==> config.mk <==
export PLATFORM = sky130hd
export DESIGN_NAME = top_k_pose_selector_unit
export DESIGN_NICKNAME = d
export VERILOG_FILES = /design/src/hdl/tkps_pkg.sv /design/src/hdl/tkps_ctrl.sv /design/src/hdl/tkps_table.sv /design/src/hdl/tkps_div.sv /design/src/hdl/top_k_pose_selector_unit.sv
export SDC_FILE = /design/constraint.sdc
export NUM_CORES = 1
export LEC_CHECK = 0
export ABC_AREA = 1
export BUFFER_PORTS_ARGS = -buffer_cell sky130_fd_sc_hd__buf_2
export CAP_MARGIN = 40
export CORE_ASPECT_RATIO = 2
export CORE_MARGIN = 10
export CORE_UTILIZATION = 27
export DETAILED_ROUTE_END_ITERATION = 16
export SYNTH_ARGS = -nofsm -noshare
export SYNTH_HDL_FRONTEND = slang
export SYNTH_SLANG_ARGS = --single-unit
==> constraint.sdc <==
create_clock -name aclk -period 19.5 [get_ports aclk]
set_clock_uncertainty 0.05 [all_clocks]
set_input_delay 0.975 -clock aclk [delete_from_list [all_inputs] [get_ports aclk]]
set_output_delay 0.975 -clock aclk [all_outputs]
set_load 0.01 [all_outputs]
==> src/hdl/tkps_pkg.sv <==
`timescale 1ns / 1ps

package tkps_pkg;

    localparam int FIELD_W = 16;

    // 0.4 in Q0.16
    localparam logic [FIELD_W-1:0] THRESH_RESET = 16'd26214;

    typedef enum logic [3:0] {
        ST_IDLE = 4'b0001,
        ST_LOAD = 4'b0010,
        ST_DIV  = 4'b0100,
        ST_DONE = 4'b1000
    } tkps_state_t;

    typedef struct packed {
        logic insert;    // consider accepted pose for the table
        logic clear;     // zero table and running sums
        logic div_load;  // capture sums, best heading, cutoff
        logic div_step;  // reciprocal multiply on all three lanes
        logic out_load;  // move finished result to output register
    } tkps_cmd_t;

endpackage

==> src/hdl/tkps_ctrl.sv <==
`timescale 1ns / 1ps

module tkps_ctrl
    import tkps_pkg::*;
(
    input  logic      aclk,
    input  logic      aresetn,
    input  logic      s_valid,
    input  logic      s_last,
    output logic      s_ready,
    output logic      m_valid,
    input  logic      m_ready,
    output tkps_cmd_t cmd
);

    tkps_state_t       state_reg, state_next;
    logic              m_valid_reg, m_valid_next;
    logic              accept;

    assign s_ready = (state_reg == ST_IDLE);
    assign accept  = s_valid && s_ready;
    assign m_valid = m_valid_reg;

    always_comb begin
        state_next   = state_reg;
        cmd          = '0;
        cmd.insert   = accept;
        unique case (state_reg)
            ST_IDLE: begin
                if (accept && s_last) begin
                    state_next = ST_LOAD;
                end
            end
            ST_LOAD: begin
                cmd.div_load = 1'b1;
                cmd.clear    = 1'b1;
                state_next   = ST_DIV;
            end
            ST_DIV: begin
                cmd.div_step = 1'b1;
                state_next   = ST_DONE;
            end
            ST_DONE: begin
                // wait until the output register is free
                if (!m_valid_reg || m_ready) begin
                    cmd.out_load = 1'b1;
                    state_next   = ST_IDLE;
                end
            end
            default: begin
                state_next = ST_IDLE;
            end
        endcase
    end

    always_comb begin
        priority if (cmd.out_load) begin
            m_valid_next = 1'b1;
        end else if (m_ready) begin
            m_valid_next = 1'b0;
        end else begin
            m_valid_next = m_valid_reg;
        end
    end

    always_ff @(posedge aclk) begin
        if (!aresetn) begin
            state_reg   <= ST_IDLE;
            m_valid_reg <= 1'b0;
        end else begin
            state_reg   <= state_next;
            m_valid_reg <= m_valid_next;
        end
    end

    a_no_overwrite: assert property (@(posedge aclk) disable iff (!aresetn)
        cmd.out_load |-> (!m_valid_reg || m_ready))
        else $error("result overwritten before transfer");

    a_last_starts_load: assert property (@(posedge aclk) disable iff (!aresetn)
        (accept && s_last) |=> (state_reg == ST_LOAD))
        else $error("last pose did not start result computation");

    a_load_starts_div: assert property (@(posedge aclk) disable iff (!aresetn)
        (state_reg == ST_LOAD) |=> (state_reg == ST_DIV))
        else $error("divide cycle did not follow capture");

    a_div_to_done: assert property (@(posedge aclk) disable iff (!aresetn)
        (state_reg == ST_DIV) |=> (state_reg == ST_DONE))
        else $error("divide took more than one cycle");

    a_result_valid: assert property (@(posedge aclk) disable iff (!aresetn)
        cmd.out_load |=> m_valid_reg)
        else $error("loaded result not presented");

endmodule

==> src/hdl/tkps_table.sv <==
`timescale 1ns / 1ps

module tkps_table
    import tkps_pkg::*;
#(
    parameter int TOP_COUNT = 8
)
(
    input  logic                                          aclk,
    input  logic                                          aresetn,
    input  tkps_cmd_t                                     cmd,
    input  logic signed [FIELD_W-1:0]                     s_pos_x,
    input  logic signed [FIELD_W-1:0]                     s_pos_y,
    input  logic signed [FIELD_W-1:0]                     s_heading,
    input  logic        [FIELD_W-1:0]                     s_weight,
    output logic signed [FIELD_W+$clog2(TOP_COUNT)-1:0]   sum_x,
    output logic signed [FIELD_W+$clog2(TOP_COUNT)-1:0]   sum_y,
    output logic        [FIELD_W+$clog2(TOP_COUNT)-1:0]   sum_w,
    output logic signed [FIELD_W-1:0]                     best_heading,
    output logic        [FIELD_W-1:0]                     cut_weight
);

    localparam int SUM_W = FIELD_W + $clog2(TOP_COUNT);
    localparam int LAST  = TOP_COUNT - 1;

    logic signed [FIELD_W-1:0] x_reg [TOP_COUNT];
    logic signed [FIELD_W-1:0] y_reg [TOP_COUNT];
    logic signed [FIELD_W-1:0] h_reg [TOP_COUNT];
    logic        [FIELD_W-1:0] w_reg [TOP_COUNT];
    logic signed [FIELD_W-1:0] x_next [TOP_COUNT];
    logic signed [FIELD_W-1:0] y_next [TOP_COUNT];
    logic signed [FIELD_W-1:0] h_next [TOP_COUNT];
    logic        [FIELD_W-1:0] w_next [TOP_COUNT];

    // entry of the slot above, zero for slot 0
    logic signed [FIELD_W-1:0] x_up [TOP_COUNT];
    logic signed [FIELD_W-1:0] y_up [TOP_COUNT];
    logic signed [FIELD_W-1:0] h_up [TOP_COUNT];
    logic        [FIELD_W-1:0] w_up [TOP_COUNT];

    logic [TOP_COUNT-1:0] ge, ge_prev;
    logic                 insert_en;

    logic signed [SUM_W-1:0] sum_x_reg, sum_x_next;
    logic signed [SUM_W-1:0] sum_y_reg, sum_y_next;
    logic        [SUM_W-1:0] sum_w_reg, sum_w_next;

    for (genvar g = 0; g < TOP_COUNT; g++) begin : g_up
        if (g == 0) begin : g_top
            assign x_up[g] = '0;
            assign y_up[g] = '0;
            assign h_up[g] = '0;
            assign w_up[g] = '0;
        end else begin : g_rest
            assign x_up[g] = x_reg[g-1];
            assign y_up[g] = y_reg[g-1];
            assign h_up[g] = h_reg[g-1];
            assign w_up[g] = w_reg[g-1];
        end
    end

    // table is descending, so ge is a thermometer code
    always_comb begin
        for (int i = 0; i < TOP_COUNT; i++) begin
            ge[i] = (s_weight >= w_reg[i]);
        end
    end

    assign ge_prev   = ge << 1;
    assign insert_en = cmd.insert && (s_weight > w_reg[LAST]);

    always_comb begin
        for (int i = 0; i < TOP_COUNT; i++) begin
            x_next[i] = x_reg[i];
            y_next[i] = y_reg[i];
            h_next[i] = h_reg[i];
            w_next[i] = w_reg[i];
            priority if (cmd.clear) begin
                x_next[i] = '0;
                y_next[i] = '0;
                h_next[i] = '0;
                w_next[i] = '0;
            end else if (insert_en && ge_prev[i]) begin
                x_next[i] = x_up[i];
                y_next[i] = y_up[i];
                h_next[i] = h_up[i];
                w_next[i] = w_up[i];
            end else if (insert_en && ge[i]) begin
                x_next[i] = s_pos_x;
                y_next[i] = s_pos_y;
                h_next[i] = s_heading;
                w_next[i] = s_weight;
            end else begin
                x_next[i] = x_reg[i];
            end
        end
    end

    // running sums: newcomer in, last slot out
    always_comb begin
        priority if (cmd.clear) begin
            sum_x_next = '0;
            sum_y_next = '0;
            sum_w_next = '0;
        end else if (insert_en) begin
            sum_x_next = sum_x_reg + SUM_W'(s_pos_x) - SUM_W'(x_reg[LAST]);
            sum_y_next = sum_y_reg + SUM_W'(s_pos_y) - SUM_W'(y_reg[LAST]);
            sum_w_next = sum_w_reg + SUM_W'(s_weight) - SUM_W'(w_reg[LAST]);
        end else begin
            sum_x_next = sum_x_reg;
            sum_y_next = sum_y_reg;
            sum_w_next = sum_w_reg;
        end
    end

    always_ff @(posedge aclk) begin
        if (!aresetn) begin
            for (int i = 0; i < TOP_COUNT; i++) begin
                x_reg[i] <= '0;
                y_reg[i] <= '0;
                h_reg[i] <= '0;
                w_reg[i] <= '0;
            end
            sum_x_reg <= '0;
            sum_y_reg <= '0;
            sum_w_reg <= '0;
        end else begin
            for (int i = 0; i < TOP_COUNT; i++) begin
                x_reg[i] <= x_next[i];
                y_reg[i] <= y_next[i];
                h_reg[i] <= h_next[i];
                w_reg[i] <= w_next[i];
            end
            sum_x_reg <= sum_x_next;
            sum_y_reg <= sum_y_next;
            sum_w_reg <= sum_w_next;
        end
    end

    assign sum_x        = sum_x_reg;
    assign sum_y        = sum_y_reg;
    assign sum_w        = sum_w_reg;
    assign best_heading = h_reg[0];
    assign cut_weight   = w_reg[LAST];

endmodule

==> src/hdl/tkps_div.sv <==
`timescale 1ns / 1ps

module tkps_div
    import tkps_pkg::*;
#(
    parameter int TOP_COUNT = 8
)
(
    input  logic                                          aclk,
    input  logic                                          aresetn,
    input  tkps_cmd_t                                     cmd,
    input  logic                                          cfg_wr_en,
    input  logic        [FIELD_W-1:0]                     cfg_wr_data,
    input  logic signed [FIELD_W+$clog2(TOP_COUNT)-1:0]   sum_x,
    input  logic signed [FIELD_W+$clog2(TOP_COUNT)-1:0]   sum_y,
    input  logic        [FIELD_W+$clog2(TOP_COUNT)-1:0]   sum_w,
    input  logic signed [FIELD_W-1:0]                     best_heading,
    input  logic        [FIELD_W-1:0]                     cut_weight,
    output logic signed [FIELD_W-1:0]                     m_mean_x,
    output logic signed [FIELD_W-1:0]                     m_mean_y,
    output logic signed [FIELD_W-1:0]                     m_best_heading,
    output logic        [FIELD_W-1:0]                     m_mean_weight,
    output logic        [FIELD_W-1:0]                     m_cutoff_weight,
    output logic                                          m_cutoff_ok
);

    localparam int SUM_W   = FIELD_W + $clog2(TOP_COUNT);
    // floor(n / TOP_COUNT) = (n * RECIP) >> SHIFT, exact for all n < 2^SUM_W
    localparam int SHIFT   = SUM_W + $clog2(TOP_COUNT);
    localparam int RECIP_W = SUM_W + 2;
    localparam int PROD_W  = SUM_W + RECIP_W;
    localparam logic [RECIP_W-1:0] RECIP =
        RECIP_W'(((64'd1 << SHIFT) / TOP_COUNT) + 1);
    // TOP_COUNT * 2^15: bias that makes the signed sums non-negative
    localparam logic [SUM_W-1:0] SCALED_COUNT = SUM_W'(TOP_COUNT * 32768);

    logic [FIELD_W-1:0] thresh_reg;

    logic [SUM_W-1:0]   num_x_reg;
    logic [SUM_W-1:0]   num_y_reg;
    logic [SUM_W-1:0]   num_w_reg;
    logic [PROD_W-1:0]  prod_x;
    logic [PROD_W-1:0]  prod_y;
    logic [PROD_W-1:0]  prod_w;
    logic [FIELD_W-1:0] q_x_reg;
    logic [FIELD_W-1:0] q_y_reg;
    logic [FIELD_W-1:0] q_w_reg;
    logic [FIELD_W-1:0] head_reg;
    logic [FIELD_W-1:0] cut_reg;
    logic               ok_reg;

    assign prod_x = PROD_W'(num_x_reg) * PROD_W'(RECIP);
    assign prod_y = PROD_W'(num_y_reg) * PROD_W'(RECIP);
    assign prod_w = PROD_W'(num_w_reg) * PROD_W'(RECIP);

    always_ff @(posedge aclk) begin
        if (!aresetn) begin
            thresh_reg <= THRESH_RESET;
        end else if (cfg_wr_en) begin
            thresh_reg <= cfg_wr_data;
        end
    end

    always_ff @(posedge aclk) begin
        if (cmd.div_load) begin
            // bias signed sums so floor division works on unsigned values
            num_x_reg <= $unsigned(sum_x) + SCALED_COUNT;
            num_y_reg <= $unsigned(sum_y) + SCALED_COUNT;
            num_w_reg <= sum_w;
            head_reg  <= best_heading;
            cut_reg   <= cut_weight;
            ok_reg    <= (cut_weight > thresh_reg);
        end
        if (cmd.div_step) begin
            q_x_reg <= prod_x[SHIFT +: FIELD_W];
            q_y_reg <= prod_y[SHIFT +: FIELD_W];
            q_w_reg <= prod_w[SHIFT +: FIELD_W];
        end
        if (cmd.out_load) begin
            // remove the bias: quotient minus 32768
            m_mean_x        <= {~q_x_reg[FIELD_W-1], q_x_reg[FIELD_W-2:0]};
            m_mean_y        <= {~q_y_reg[FIELD_W-1], q_y_reg[FIELD_W-2:0]};
            m_best_heading  <= head_reg;
            m_mean_weight   <= q_w_reg;
            m_cutoff_weight <= cut_reg;
            m_cutoff_ok     <= ok_reg;
        end
    end

endmodule

==> src/hdl/top_k_pose_selector_unit.sv <==
`timescale 1ns / 1ps

// Top-K pose selector.
// Input channel (s_valid/s_ready): one weighted pose per transfer; s_last
// closes the batch. A table of TOP_COUNT slots, sorted by descending weight,
// keeps the heaviest poses; a newcomer goes ahead of equal weights, and a
// pose must beat the lightest kept weight to enter.
// Poses without s_last are taken back to back, one per cycle.
// After the transfer with s_last the block stops taking poses while it
// captures the running sums and clears the table (LOAD), divides by
// TOP_COUNT with a reciprocal multiply on three lanes (DIV), and loads
// the output register (DONE). m_valid rises together with the loaded result.
// Result channel (m_valid/m_ready): mean x, y and weight over TOP_COUNT slots
// (floor), heading of the best slot, cutoff weight and cutoff_ok.
// A stalled receiver does not stop the next batch from streaming in; only a
// finished result waiting behind an untaken one holds s_ready low longer.
// cfg_wr_en/cfg_wr_data set the cutoff threshold, write only while idle.
// Reset (aresetn, synchronous) empties the table, drops any pending result
// and sets the threshold to 0.4 (26214).
module top_k_pose_selector_unit
    import tkps_pkg::*;
#(
    parameter int TOP_COUNT = 8
)
(
    input  logic                      aclk,
    input  logic                      aresetn,
    // configuration
    input  logic                      cfg_wr_en,
    input  logic        [FIELD_W-1:0] cfg_wr_data,
    // pose input
    input  logic                      s_valid,
    output logic                      s_ready,
    input  logic signed [FIELD_W-1:0] s_pos_x,
    input  logic signed [FIELD_W-1:0] s_pos_y,
    input  logic signed [FIELD_W-1:0] s_heading,
    input  logic        [FIELD_W-1:0] s_weight,
    input  logic                      s_last,
    // batch result
    output logic                      m_valid,
    input  logic                      m_ready,
    output logic signed [FIELD_W-1:0] m_mean_x,
    output logic signed [FIELD_W-1:0] m_mean_y,
    output logic signed [FIELD_W-1:0] m_best_heading,
    output logic        [FIELD_W-1:0] m_mean_weight,
    output logic        [FIELD_W-1:0] m_cutoff_weight,
    output logic                      m_cutoff_ok
);

    localparam int SUM_W = FIELD_W + $clog2(TOP_COUNT);

    tkps_cmd_t cmd;

    // running sums track the table, so no sweep is needed at batch end
    logic signed [SUM_W-1:0]   sum_x;
    logic signed [SUM_W-1:0]   sum_y;
    logic        [SUM_W-1:0]   sum_w;
    logic signed [FIELD_W-1:0] best_heading;
    logic        [FIELD_W-1:0] cut_weight;

    tkps_ctrl u_ctrl (
        .aclk    (aclk),
        .aresetn (aresetn),
        .s_valid (s_valid),
        .s_last  (s_last),
        .s_ready (s_ready),
        .m_valid (m_valid),
        .m_ready (m_ready),
        .cmd     (cmd)
    );

    // sorted table with parallel compare-and-shift insert
    tkps_table #(
        .TOP_COUNT (TOP_COUNT)
    ) u_table (
        .aclk         (aclk),
        .aresetn      (aresetn),
        .cmd          (cmd),
        .s_pos_x      (s_pos_x),
        .s_pos_y      (s_pos_y),
        .s_heading    (s_heading),
        .s_weight     (s_weight),
        .sum_x        (sum_x),
        .sum_y        (sum_y),
        .sum_w        (sum_w),
        .best_heading (best_heading),
        .cut_weight   (cut_weight)
    );

    // three-lane divider by TOP_COUNT plus output register
    tkps_div #(
        .TOP_COUNT (TOP_COUNT)
    ) u_div (
        .aclk            (aclk),
        .aresetn         (aresetn),
        .cmd             (cmd),
        .cfg_wr_en       (cfg_wr_en),
        .cfg_wr_data     (cfg_wr_data),
        .sum_x           (sum_x),
        .sum_y           (sum_y),
        .sum_w           (sum_w),
        .best_heading    (best_heading),
        .cut_weight      (cut_weight),
        .m_mean_x        (m_mean_x),
        .m_mean_y        (m_mean_y),
        .m_best_heading  (m_best_heading),
        .m_mean_weight   (m_mean_weight),
        .m_cutoff_weight (m_cutoff_weight),
        .m_cutoff_ok     (m_cutoff_ok)
    );

endmodule

==> summary.md <==
| Metric | Value |
|---|---|
| Run status | `finished clean` |
| Final Critical Period | `approximately 5.6 ns` |
| Area Growth Syn to Fin | `12.6%` |
| Placed Cells | `roughly 6,300` |
| Critical path class | `reg -> reg` |
| Worst endpoint required time | `roughly 20 ns` |
| CP Max Fanout | `between 70 and 80` |
| Hold crit path type | `reg -> reg` |
| Most common cell after layout, fill and taps aside | `nand2_1` |
| Post-DP HPWL | `74.5 mm` |
| CTS Root Cell | `clkbuf_16` |
| Antenna Nets Post-Route | `0` |
| Initial antenna violation count | `32` |
| Via density | `approximately 4.7` |
| CTS tree | `built` |
| Remaining routing DRC violations | `0` |
| Maximum VDD drop | `0.0708 mV` |
| Register area share after synthesis | `0.445` |
| Share of layout cells above drive strength 1 | `0.0764` |
| RSZ-0062 raised after global routing | `no` |
| Post-synth EDFFs | `210` |
| Clock-pin slew on the worst setup and hold paths | `approximately 0.070 ns` |
| Avg Inst Size Synth | `between 7 and 8 µm²` |
| I/O pin count | `169` |
| PwrDens | `117 mW/mm²` |
| Max Clock Freq | `179 MHz` |
| Max-slew headroom | `0.370` |
| Final setup fails | `0` |
| Arrival @ worst endpoint | `a little over 6 ns` |
| Non-Filler Instances | `6,381` |
| Vias in the first global route | `29,012` |
| Buffer count from post-CTS setup fixing | `0` |
| H-Tree Depth | `2` |
| TNS Setup | `0 ns` |
| Async S/R FF share, synth | `0` |
| Element type at the critical path end | `register` |
| Row count | `188` |
| GRT overflow | `0` |
| Fin. max-slew vios | `0` |
| Setup crit start kind | `register` |
| TritonCTS Sinks | `688` |
| Crit share post-route | `0.287` |
| Maximum root-to-sink buffer count | `3` |
| Initial core utilization | `0.272` |
| Final #Nets | `roughly 4,900` |
| Area of the die | `between 0.1 and 0.15 mm²` |
| Die Ht | `534 µm` |
| P_leak | `0.0173 µW` |
| Max Cap Viol | `0` |
| Most frequent cells in the layout | `nand2_1, inv_1, dfxtp_1` |
| Yosys warnings | `0` |
| Avg WL per Cell | `around 16 µm` |
| Fillcell total | `14,066` |
| Largest net degree at the start of global routing | `87` |
| Post-Syn Instances | `4,598` |
| GPL Wtd Cong | `0.852` |
| Syn nets | `slightly below 5,000` |
| Via count | `29,715` |
| 1st-iter DRT viols | `1,721` |
| Post-CTS sizing | `0` |
| Count of input and output buffers | `roughly 170` |
| Least-Margin Pin Slew | `0.944 ns` |
| Final Hold Viols | `0` |
| Cell area after synthesis | `0.0356 mm²` |
| Post-CTS Hold Buffers | `0` |
| Routed WL | `105 mm` |
| GRT Total Usage | `0.137` |
| Predominant post-synthesis flop cell | `dfxtp_1` |
| Later-pin clock latency in the skew report | `0.67 ns` |
| Distinct cell type count after synthesis | `37` |
| First-pass GRT wire length | `165 mm` |
| Synthesized flop and latch total | `688` |
| Inserted Clock Buffers | `60` |
| Die Wd | `277 µm` |
| Core area | `between 0.1 and 0.15 mm²` |
| First-pass DRT Iterations | `6` |
==> metrics by stage <==
step | power (µW) | hold slack [ns] | util | area [µm²] | worst slack (ns)
after floorplan | 2950 | 0.350 | - | 35600 | 10.08
final | 4690 | 0.366 | 0.306 | 40100 | 13.90
after CTS | 4740 | 0.367 | 0.306 | 40100 | 13.78
after global placement | 3360 | 0.350 | 0.288 | 37700 | 13.33
after detailed placement | 3410 | 0.355 | 0.290 | 38000 | 13.25
after global routing | 5020 | 0.369 | 0.306 | 40100 | 13.42
==> cell families after synthesis <==
group           share of synthesized area
simple gates                        0.226
fa+ha+maj                           0.100
xor+xnor                           0.0103
flops                               0.445
compound gates                      0.124
buf+inv                            0.0944
==> synthesized netlist by cell type, types with 9 or more instances <==
master    number  area (µm²)
fa_1          52        1040
nor2_1       349        1310
nand2_1     1028        3860
clkbuf_1     150         563
nand3b_1      33         248
nand3_1      437        2190
o21bai_1      15         113
buf_4         19         143
o21ai_1       12        60.1
edfxtp_1     210        6310
dfxtp_1      478        9570
ha_1         203        2540
buf_6         14         158
nand4_1        9        56.3
xnor2_1       29         254
xor2_1        13         114
nor3_1        53         265
buf_1         13        48.8
buf_2         74         370
inv_1        548        2060
o21ai_0      356        1780
a21oi_1      455        2280
==> where the power goes <==
group	switching [µW]	internal (µW)
sequential	110	1650
combinational	1080	543
clock	600	708
total	1790	2900
==> per-layer routing <==
metal  share of wire  GRT usage  wire length [µm]  up-vias
li1                -          -                 -    14990
met1            0.40      0.152             41900    13900
met2            0.52      0.255             54200      593
met3           0.041     0.0194              4340      198
met4           0.041     0.0589              4290       34
met5          0.0020          0               211        -
==> worst max-delay path, cell delays in order (launching register included) <==
cell,delay [ns]
dfxtp_1,0.53
inv_1,0.13
ha_1,0.32
nand2_1,0.09
nor2_2,0.17
nand2_1,0.13
nor2_2,0.13
nand2_1,0.06
nand3_1,0.14
nand2_4,0.25
inv_8,0.44
buf_4,0.63
nand2_4,0.35
buf_4,0.38
clkinv_2,0.08
buf_4,0.43
buf_4,0.65
nand2_1,0.14
nand2_1,0.11
inv_1,0.04
nor2_1,0.07
==> worst paths after layout <==
kind,cells past startpoint,from,to,slack [ns]
worst max-delay path,20,u_table.w_reg[0][127],u_table.x_reg[0][31],13.90
worst min-delay path,0,u_div.q_w_reg[4],u_div.m_mean_weight[4],0.37
worst max register to register,20,u_table.w_reg[0][127],u_table.x_reg[0][31],13.90
worst min register to register,0,u_div.q_w_reg[4],u_div.m_mean_weight[4],0.37
==> final cells by class <==
| cell class | instances | area (µm²) | area share |
|---|---|---|---|
| multi-input cells | 3086 | 16500 | 0.411 |
| flip-flops and latches | 688 | 15900 | 0.396 |
| clock inverters | 45 | 533 | 0.0133 |
| clock buffers | 69 | 1580 | 0.0392 |
| well taps | 1710 | 2140 | 0.0533 |
| repair buffers | 217 | 1380 | 0.0344 |
| diodes | 12 | 30.0 | 0.000748 |
| inverters | 554 | 2090 | 0.0522 |
(Power assumes the default switching activity.)
